[src/rtl/core/utf8sc_pkg.sv]
// utf8sc_pkg: shared types, codes and the lead byte decode for the utf-8 stream checker
// no dependencies; used by every module under rtl/core
`timescale 1ns / 1ps

package utf8sc_pkg;

  typedef enum logic [2:0] {
    VERDICT_VALID     = 3'd0,
    VERDICT_ASCII     = 3'd1,
    VERDICT_BAD_LEAD  = 3'd2,
    VERDICT_BAD_CONT  = 3'd3,
    VERDICT_TRUNCATED = 3'd4
  } verdict_t;

  // error codes equal the verdict they cause
  localparam logic [1:0] ERR_NONE     = 2'd0;
  localparam logic [1:0] ERR_BAD_LEAD = 2'd2;
  localparam logic [1:0] ERR_BAD_CONT = 2'd3;

  localparam logic [2:0] PENDING_MAX = 3'd5;

  typedef struct packed {
    logic [2:0] pending;
    logic       ascii_only;
    logic [1:0] err;
  } chk_state_t;

  localparam chk_state_t STATE_RESET = '{pending: 3'd0, ascii_only: 1'b1, err: ERR_NONE};

  typedef struct packed {
    logic     is_utf8;
    verdict_t verdict;
  } chk_result_t;

  // continuation bytes that follow a lead byte, wide forms up to six bytes
  function automatic logic [2:0] lead_extra(input logic [7:0] b);
    logic [2:0] n;
    if (b == 8'hFC || b == 8'hFD) begin
      n = 3'd5;
    end else if (b >= 8'hF8) begin
      n = 3'd4;
    end else if (b >= 8'hF0) begin
      n = 3'd3;
    end else if (b >= 8'hE0) begin
      n = 3'd2;
    end else if (b >= 8'hC0) begin
      n = 3'd1;
    end else begin
      n = 3'd0;
    end
    return n;
  endfunction

endpackage

[src/rtl/core/utf8_stream_check_core.sv]
// utf8_stream_check_core: streaming utf-8 check of byte messages, top level
// depends on utf8sc_pkg, utf8sc_step and utf8sc_out_buf
`timescale 1ns / 1ps

// Takes one byte per cycle on the slave stream, tlast marking the final byte of a
// message, and gives one verdict transaction per message on the master stream:
// valid utf-8 with some non-ascii byte, all ascii, bad lead byte, bad continuation
// byte or truncated sequence. Lead bytes follow the wide forms of 2 to 6 bytes.
// A byte sits in the input register while the check state is updated, and the verdict
// appears on the master side at the edge where the last byte leaves that register.
// Throughput is one byte per cycle; only a master that stalls long enough to fill
// the two-entry verdict buffer holds back the slave side, and then only at a last byte.
module utf8_stream_check_core (
  input  logic       clk,
  input  logic       rst,
  input  logic       s_axis_tvalid,
  output logic       s_axis_tready,
  input  logic [7:0] s_axis_tdata,   // [7:0] data_byte
  input  logic       s_axis_tlast,   // last_byte
  output logic       m_axis_tvalid,
  input  logic       m_axis_tready,
  output logic [7:0] m_axis_tdata    // [0] is_utf8, [3:1] verdict, [7:4] zero
);
  import utf8sc_pkg::*;

  logic        in_valid;
  logic [7:0]  in_byte;
  logic        in_last;
  logic        advance;
  logic        can_push;
  chk_state_t  st;
  chk_state_t  st_next;
  chk_result_t res;
  chk_result_t out_res;

  // a last byte moves on only when the verdict buffer has room
  assign advance       = in_valid && (!in_last || can_push);
  assign s_axis_tready = !in_valid || advance;

  always_ff @(posedge clk) begin
    if (rst) begin
      in_valid <= 1'b0;
    end else if (s_axis_tready) begin
      in_valid <= s_axis_tvalid;
    end
  end

  always_ff @(posedge clk) begin
    if (s_axis_tready && s_axis_tvalid) begin
      in_byte <= s_axis_tdata;
      in_last <= s_axis_tlast;
    end
  end

  always_ff @(posedge clk) begin
    if (rst) begin
      st <= STATE_RESET;
    end else if (advance) begin
      st <= st_next;
    end
  end

  utf8sc_step u_step (
    .state      (st),
    .data_byte  (in_byte),
    .last_byte  (in_last),
    .state_next (st_next),
    .result     (res)
  );

  utf8sc_out_buf u_out_buf (
    .clk       (clk),
    .rst       (rst),
    .push      (advance && in_last),
    .push_data (res),
    .can_push  (can_push),
    .out_valid (m_axis_tvalid),
    .out_ready (m_axis_tready),
    .out_data  (out_res)
  );

  assign m_axis_tdata = {4'd0, out_res.verdict, out_res.is_utf8};

  a_pending_range: assert property (@(posedge clk) disable iff (rst)
    st.pending <= PENDING_MAX)
    else $error("pending count out of range");

  a_err_code: assert property (@(posedge clk) disable iff (rst)
    st.err == ERR_NONE || st.err == ERR_BAD_LEAD || st.err == ERR_BAD_CONT)
    else $error("undefined error code held");

  a_clear_after_last: assert property (@(posedge clk) disable iff (rst)
    advance && in_last |=> st == STATE_RESET)
    else $error("state not cleared after end of message");

  a_err_sticky: assert property (@(posedge clk) disable iff (rst)
    advance && !in_last && st.err != ERR_NONE |=> st.err == $past(st.err))
    else $error("recorded error changed inside a message");

  a_verdict_flag: assert property (@(posedge clk) disable iff (rst)
    m_axis_tvalid |-> m_axis_tdata[0] == (m_axis_tdata[3:1] == VERDICT_VALID))
    else $error("is_utf8 disagrees with verdict");

endmodule

[src/rtl/core/utf8sc_step.sv]
// utf8sc_step: combinational state update and verdict for one byte
// depends on utf8sc_pkg
`timescale 1ns / 1ps

module utf8sc_step (
  input  utf8sc_pkg::chk_state_t  state,
  input  logic [7:0]              data_byte,
  input  logic                    last_byte,
  output utf8sc_pkg::chk_state_t  state_next,
  output utf8sc_pkg::chk_result_t result
);
  import utf8sc_pkg::*;

  chk_state_t upd;
  logic [2:0] extra;
  verdict_t   verdict;

  assign extra = lead_extra(data_byte);

  always_comb begin
    upd = state;
    if (state.err == ERR_NONE) begin
      if (data_byte[7]) begin
        upd.ascii_only = 1'b0;
      end
      if (state.pending == 3'd0) begin
        if (data_byte[7]) begin
          if (extra == 3'd0) begin
            upd.err = ERR_BAD_LEAD;
          end else begin
            upd.pending = extra;
          end
        end
      end else begin
        if (data_byte[7:6] != 2'b10) begin
          upd.err = ERR_BAD_CONT;
        end else begin
          upd.pending = state.pending - 3'd1;
        end
      end
    end
  end

  always_comb begin
    if (upd.err != ERR_NONE) begin
      verdict = verdict_t'({1'b0, upd.err});
    end else if (upd.pending != 3'd0) begin
      verdict = VERDICT_TRUNCATED;
    end else if (upd.ascii_only) begin
      verdict = VERDICT_ASCII;
    end else begin
      verdict = VERDICT_VALID;
    end
  end

  assign result.verdict = verdict;
  assign result.is_utf8 = (verdict == VERDICT_VALID);
  // end of message returns to the reset state
  assign state_next     = last_byte ? STATE_RESET : upd;

endmodule

[src/rtl/core/utf8sc_out_buf.sv]
// utf8sc_out_buf: two-entry skid buffer holding verdicts for the master side
// depends on utf8sc_pkg
`timescale 1ns / 1ps

module utf8sc_out_buf (
  input  logic                    clk,
  input  logic                    rst,
  input  logic                    push,
  input  utf8sc_pkg::chk_result_t push_data,
  output logic                    can_push,
  output logic                    out_valid,
  input  logic                    out_ready,
  output utf8sc_pkg::chk_result_t out_data
);
  import utf8sc_pkg::*;

  logic        main_valid;
  logic        skid_valid;
  chk_result_t main_data;
  chk_result_t skid_data;
  logic        pop;

  assign pop       = main_valid && out_ready;
  assign can_push  = !skid_valid;
  assign out_valid = main_valid;
  assign out_data  = main_data;

  always_ff @(posedge clk) begin
    if (rst) begin
      main_valid <= 1'b0;
      skid_valid <= 1'b0;
    end else if (pop) begin
      if (skid_valid) begin
        skid_valid <= 1'b0;
      end else begin
        main_valid <= push;
      end
    end else if (push) begin
      if (!main_valid) begin
        main_valid <= 1'b1;
      end else begin
        skid_valid <= 1'b1;
      end
    end
  end

  always_ff @(posedge clk) begin
    if (pop) begin
      if (skid_valid) begin
        main_data <= skid_data;
      end else if (push) begin
        main_data <= push_data;
      end
    end else if (push) begin
      if (!main_valid) begin
        main_data <= push_data;
      end else begin
        skid_data <= push_data;
      end
    end
  end

endmodule
[config.mk]
export PLATFORM = sky130hd
export DESIGN_NAME = utf8_stream_check_core
export DESIGN_NICKNAME = d
export VERILOG_FILES = /design/src/rtl/core/utf8sc_pkg.sv /design/src/rtl/core/utf8_stream_check_core.sv /design/src/rtl/core/utf8sc_step.sv /design/src/rtl/core/utf8sc_out_buf.sv
export SDC_FILE = /design/constraint.sdc
export NUM_CORES = 1
export LEC_CHECK = 0
export BUFFER_PORTS_ARGS = -buffer_cell sky130_fd_sc_hd__buf_2
export CORE_MARGIN = 4
export CORE_UTILIZATION = 49
export CTS_BUF_LIST = sky130_fd_sc_hd__clkbuf_8 sky130_fd_sc_hd__clkbuf_16
export DETAILED_ROUTE_END_ITERATION = 7
export PLACE_DENSITY = 0.75
export SLEW_MARGIN = 10
export SYNTH_ARGS = -nofsm -noshare
export SYNTH_HDL_FRONTEND = slang
export SYNTH_SLANG_ARGS = --single-unit
export TNS_END_PERCENT = 100
[constraint.sdc]
create_clock -name clk -period 2.32 [get_ports clk]
set_input_delay 0.232 -clock clk [delete_from_list [all_inputs] [get_ports clk]]
set_output_delay 0.232 -clock clk [all_outputs]
set_load 0.05 [all_outputs]
Yosys cells after proc, flatten, opt, wreduce, memory -nomap -nowiden
Index checks and enable logic that the tools add are counted.
- flip-flop bits (word level): 26
- input port bits: 13
- output and inout bits: 10
- logic and storage cells: 73
- add/sub/neg operators: 1
- $lt $le $gt $ge: 4
- eq/ne operators: 5
- muxes and demuxes: 27
- bitwise operators: 1
- reductions and logical operators: 23
- operators with widths (cell ; count):
    8-bit greater-or-equal comparator, second input constant ; 4
    3-bit two-way mux ; 10
    4-bit two-way mux ; 5
    8-bit == test, second input constant ; 2
    6-bit two-way mux ; 2
    3-bit logical NOT ; 3
    2-bit two-way mux ; 4
    1-bit two-way mux ; 6
    2-bit != test, second input constant ; 3
    3-bit AND reduction ; 2
    2-bit nonzero test ; 3
    1-bit logical AND ; 4
    2-bit AND reduction ; 2
    1-bit logical NOT ; 3
    1-bit logical OR ; 3
    3-bit nonzero test ; 1
    3-bit by 1-bit subtractor with 3-bit output, second input constant ; 1
    2-bit logical NOT ; 1
    2-bit OR reduction ; 1
    1-bit inverter ; 1

Logic depth before layout (Yosys ltp)
- depth after elaboration: 18
- gate-level depth with buffers: 10
- mapped depth without buffers: 8

By module
Synthesis repeated with hierarchy kept, for this count alone.
- cells, all modules: 132
- area, all modules: 1387.6 µm²
- modules (own cells, without submodules) (module ; instances ; cells an instance ; area each (µm²) ; seq. area each (µm²)):
    utf8_stream_check_core ; 1 ; 47 ; 628.1 ; 410.4
    utf8sc_out_buf ; 1 ; 25 ; 386.6 ; 280.3
    utf8sc_step ; 1 ; 60 ; 372.9 ; 0.0

Least setup slack after synthesis
Ideal clock, no wire load.
- path kind: reg2reg
- start point: reg st[3] (netlist bit)
- end point: reg u_out_buf.main_data (netlist bit u_out_buf.out_data[2]) (data pin)
- setup time: 0.257 ns
- data arrival time: 2.188 ns
- data required time: 2.063 ns
- slack: -0.125 ns
- stages on the path, launching flop included: 11
- path buffers: 2
- period minus slack after synthesis: 2.445 ns
- cells stage by stage: dfxtp_1 > inv_1 > ha_1 > ha_1 > buf_4 > nor4b_2 > mux2i_1 > o221a_2 > or3_1 > buf_2 > a32o_1
- longest elaborated chain between the ends: 10
- elaborated cells on any way between the ends: 17
- classes of those cells: 1 x add/sub; 13 x mux; 3 x reduce/logical
- ends and longest elaborated chain (what ; RTL line ; source):
    start, declared ; utf8_stream_check_core.sv:31 ; chk_state_t st;
    start signal, assigned ; utf8_stream_check_core.sv:59 ; st <= st_next;
    3-bit by 1-bit subtractor with 3-bit output / 3-bit two-way mux (equally long branches) ; utf8sc_step.sv:38, utf8sc_step.sv:28 ;
    3-bit two-way mux (on tied branches) ; utf8sc_step.sv:35, utf8sc_step.sv:27 ;
    3-bit two-way mux ; utf8sc_step.sv:26 ; if (state.pending == 3'd0) begin
    6-bit two-way mux (*) ; utf8sc_step.sv:22 ; if (state.err == ERR_NONE) begin
    3-bit nonzero test ; utf8sc_step.sv:47 ; end else if (upd.pending != 3'd0) begin
    3-bit two-way mux ; utf8sc_step.sv:47 ;
    3-bit two-way mux (*) ; utf8sc_step.sv:45 ; if (upd.err != ERR_NONE) begin
    4-bit two-way mux (on tied branches) ; utf8sc_out_buf.sv:55, utf8sc_out_buf.sv:51 ;
    4-bit two-way mux (on tied branches) ; utf8sc_out_buf.sv:54, utf8sc_out_buf.sv:49 ;
    4-bit two-way mux (*) ; utf8sc_out_buf.sv:48 ; if (pop) begin
    end signal, assigned ; utf8sc_out_buf.sv:50 ; main_data <= skid_data;
    end signal, assigned ; utf8sc_out_buf.sv:52 ; main_data <= push_data;
    end signal, assigned ; utf8sc_out_buf.sv:56 ; main_data <= push_data;
    end, declared ; utf8sc_out_buf.sv:19 ; chk_result_t main_data;
Mark *: on every way between the ends. The rest lies on a longest branch, timed or not. The select of a mux whose other input is x is not followed.
A chain may end at the register's enable or synchronous reset.

Worst setup path after layout
- start point: reg st[3] (netlist bit)
- end point: reg u_out_buf.main_data (netlist bit u_out_buf.out_data[0]) (data pin)
The elaborated chain is that of the path after synthesis.

==> reports/metrics.yaml <==
sta:
  fmaxAchievable_ghz: 0.432
  final.setup.tns_ns: 0
  rsz0062_at_grt: "true"
  fin_ws_ns: 0.00365
  finalCriticalPeriod_ns: 2.32
  setup_viol: 0
  finalClockSkew_ns: 0.00106
  report.final.slew_viol_count: 0
  fin_crit_sh_pct: 99.8
  whs_ns: 0.131
  hold_violations: 0
power_and_ir_drop:
  power_density_nw_per_um2: 588
  vdd_drop_max_uv: 405
  leakage_nw: 0.601
setup_path:
  endpoint_kind: "flop"
  crit_fanout: 6
  rr_startpoint: "st[3]"
  critPathKind: "reg2reg"
  critical_path_required_ns: 2.41
  worstPathArrival_ns: 2.40
  reg2regPathDepth: 8
  r2r-end: "u_out_buf.out_data[0]"
  start_kind: "flop"
  critPathLaunch: "st[3]"
  rrSetupSlack_ns: 0.004
synth:
  synth_edf_count: 16
  synthTopCellsByArea: "edfxtp_1 (38%), dfxtp_1 (14%), buf_4 (2.9%), nor2_1 (2.9%), a21oi_1 (2.7%)"
  ys_async_sr_fraction_pct: 0
  synth.distinct_cells: 39
  synth_common_cells: "edfxtp_1 (16), nor2_1 (10), dfxtp_1 (9)"
  synthesis.area_sq_um: 1280
  synth_ff_type: "edfxtp_1"
  yosysMostFrequentCell: "edfxtp_1"
  yosys_warnings: 0
  ys_seq_elements: 25
  yosysTopAreaCellShare_pct: 37.6
  postSynthAreaPerCell_sq_um: 10.4
  synth_top_cell_by_area: "edfxtp_1"
  ys_seq_area_share_pct: 51.7
  postSynthCellCount: 123
clock_network:
  cts_sinks: 25
  htreeDepth: 1
  worstSkewPairLatency_ns: 0.27
  hold_buffers: 0
  cts_tree: "yes"
  ctsLongestPathBuffers: 2
  cts_buffers: 3
  clkSlewWorstSetupHoldPaths_ns: 0.09
  root_buffer: "clkbuf_8"
global_route:
  use_met2_pct: 26.8
  grt-busiest-layer: "met2"
  overflow: 0
  grt_pass1_vias: 916
  use_met3_pct: 2.83
  grtUsageMet1_pct: 17.3
  track_usage_pct: 15.4
  antenna_found_initial: 0
  grt_pass1_wl_um: 3970
  grt_max_degree: 15
cells_and_area:
  multi_input_area_sq_um: 587
  fin_cells: 177
  n_fill_cell: 210
  antenna_cells: 0
  nets: 163
  drive_above_1_share_pct: 29.3
  final-seq-area_sq_um: 663
  area_delta_synth_final_pct: 18.7
die:
  pin_count: 23
  start_util_pct: 51.6
  die_w_um: 59.1
  row_count: 18
  dieArea_sq_um: 3490
  fp.coreArea_sq_um: 2480
  die_height_um: 59.1
placed_design:
  place_hpwl_um: 1790
  place_ws_ns: -0.0367
  place.gp.congestion: 0.895
  io_buffer_count: 17
  placedCellCount: 172
route:
  route.detailed.drc: 0
  first_pass_iters: 4
  routed_wl_um: 2570
  vias_per_cell: 5.60
  antenna_left: 0
  drtIter0Drc: 34
  routedWlPerCell_um: 14.5
  via_count: 991
run_status:
  status: "finished, final reports clean"
hold_path:
  worst_hold_path.endpoint: "in_byte[7]"
  hold_path.class: "in2reg"
  hold_depth: 1
  min_from: "s_axis_tdata[7]"
flow_run:
  drv_cap: 0
==> per-layer routing <==
layer	share of wire [%]	vias up
met2	51	27
li1	-	485
met3	4.2	5
met1	43	474
met4	1.7	0
met5	0	-
==> cell usage in the layout, fill, tap and decap left out, types with 4 or more instances in the layout <==
master	count
buf_2	17
nor2_1	10
dfxtp_1	7
nand2_1	6
inv_1	6
buf_4	9
nand2b_1	4
a21oi_1	7
edfxtp_1	16
conb_1	4
nor3_1	4
nor2b_1	5
==> logic make-up (layout without fill, tap and decap cells) <==
| group | after synthesis | in the layout | synth area share, % |
|---|---|---|---|
| simple gates | 45 | 45 | 19.2 |
| compound gates | 30 | 30 | 17.5 |
| flops | 25 | 25 | 51.7 |
| buf+inv | 17 | 38 | 7.15 |
| fa+ha+maj | 2 | 2 | 1.96 |
| xor+xnor | 2 | 2 | 1.37 |
| other cells | 1 | 4 | 0.294 |
| mux | 1 | 1 | 0.784 |
==> stage by stage <==
stage               area (sq um)  total power [mW]  util (%)
floorplan                   1300             0.610         -
global placement            1410             0.628      57.1
detailed placement          1410             0.632      57.1
CTS                         1470             0.888      59.1
global route                1520             0.933      61.2
finish                      1520             0.892      61.2
==> power by group <==
part / leakage [nW] / total [mW] / internal [mW] / switching (mW)
sequential: 0.226 / 0.505 / 0.492 / 0.0134
clock: 0.0255 / 0.258 / 0.120 / 0.138
combinational: 0.349 / 0.128 / 0.0506 / 0.0773
total: 0.601 / 0.892 / 0.663 / 0.229
==> sequential cells by signal, summed over array words and instances (netlist names) <==
name,flops
u_out_buf.out_valid,1
u_out_buf.out_data,4
in_last,1
u_out_buf.skid_valid,1
in_valid,1
in_byte,7
st,6
u_out_buf.skid_data,4
==> how the worst max path moves through the flow <==
| stage | end | slack [ns] | cells after the start |
|---|---|---|---|
| after detailed placement | u_out_buf.out_data[2] | -0.04 | 8 |
| after CTS | u_out_buf.out_data[3] | 0.02 | 8 |
| after global placement | u_out_buf.out_data[2] | 0.00006 | 8 |
| final | u_out_buf.out_data[0] | 0.004 | 8 |
| after floorplan | u_out_buf.out_data[2] | 0.003 | 10 |
| after global routing | u_out_buf.out_data[3] | -0.11 | 8 |
==> layout make-up <==
| class | count | share of cell area, % |
|---|---|---|
| clock inverters | 1 | 0.330 |
| inverters | 8 | 1.98 |
| repair buffers | 26 | 10.1 |
| well taps | 30 | 2.48 |
| flip-flops and latches | 25 | 43.7 |
| clock buffers | 3 | 2.72 |
| multi-input cells | 84 | 38.7 |
==> timing repair <==
action                     4_1_cts  5_1_grt
hold endpoints to repair         0        0
buffers inserted                 0        1
pin swaps                        0        7
setup endpoints to repair        3        5
gates resized for setup          1        9
==> worst max-delay path, cell delays in order (launching register included) <==
cell,delay [ns]
dfxtp_2,0.34
inv_2,0.05
ha_4,0.15
ha_4,0.18
nor4b_4,0.21
mux2i_1,0.14
o221a_4,0.26
or3_4,0.44
o41ai_2,0.35
(Power assumes the default switching activity.)
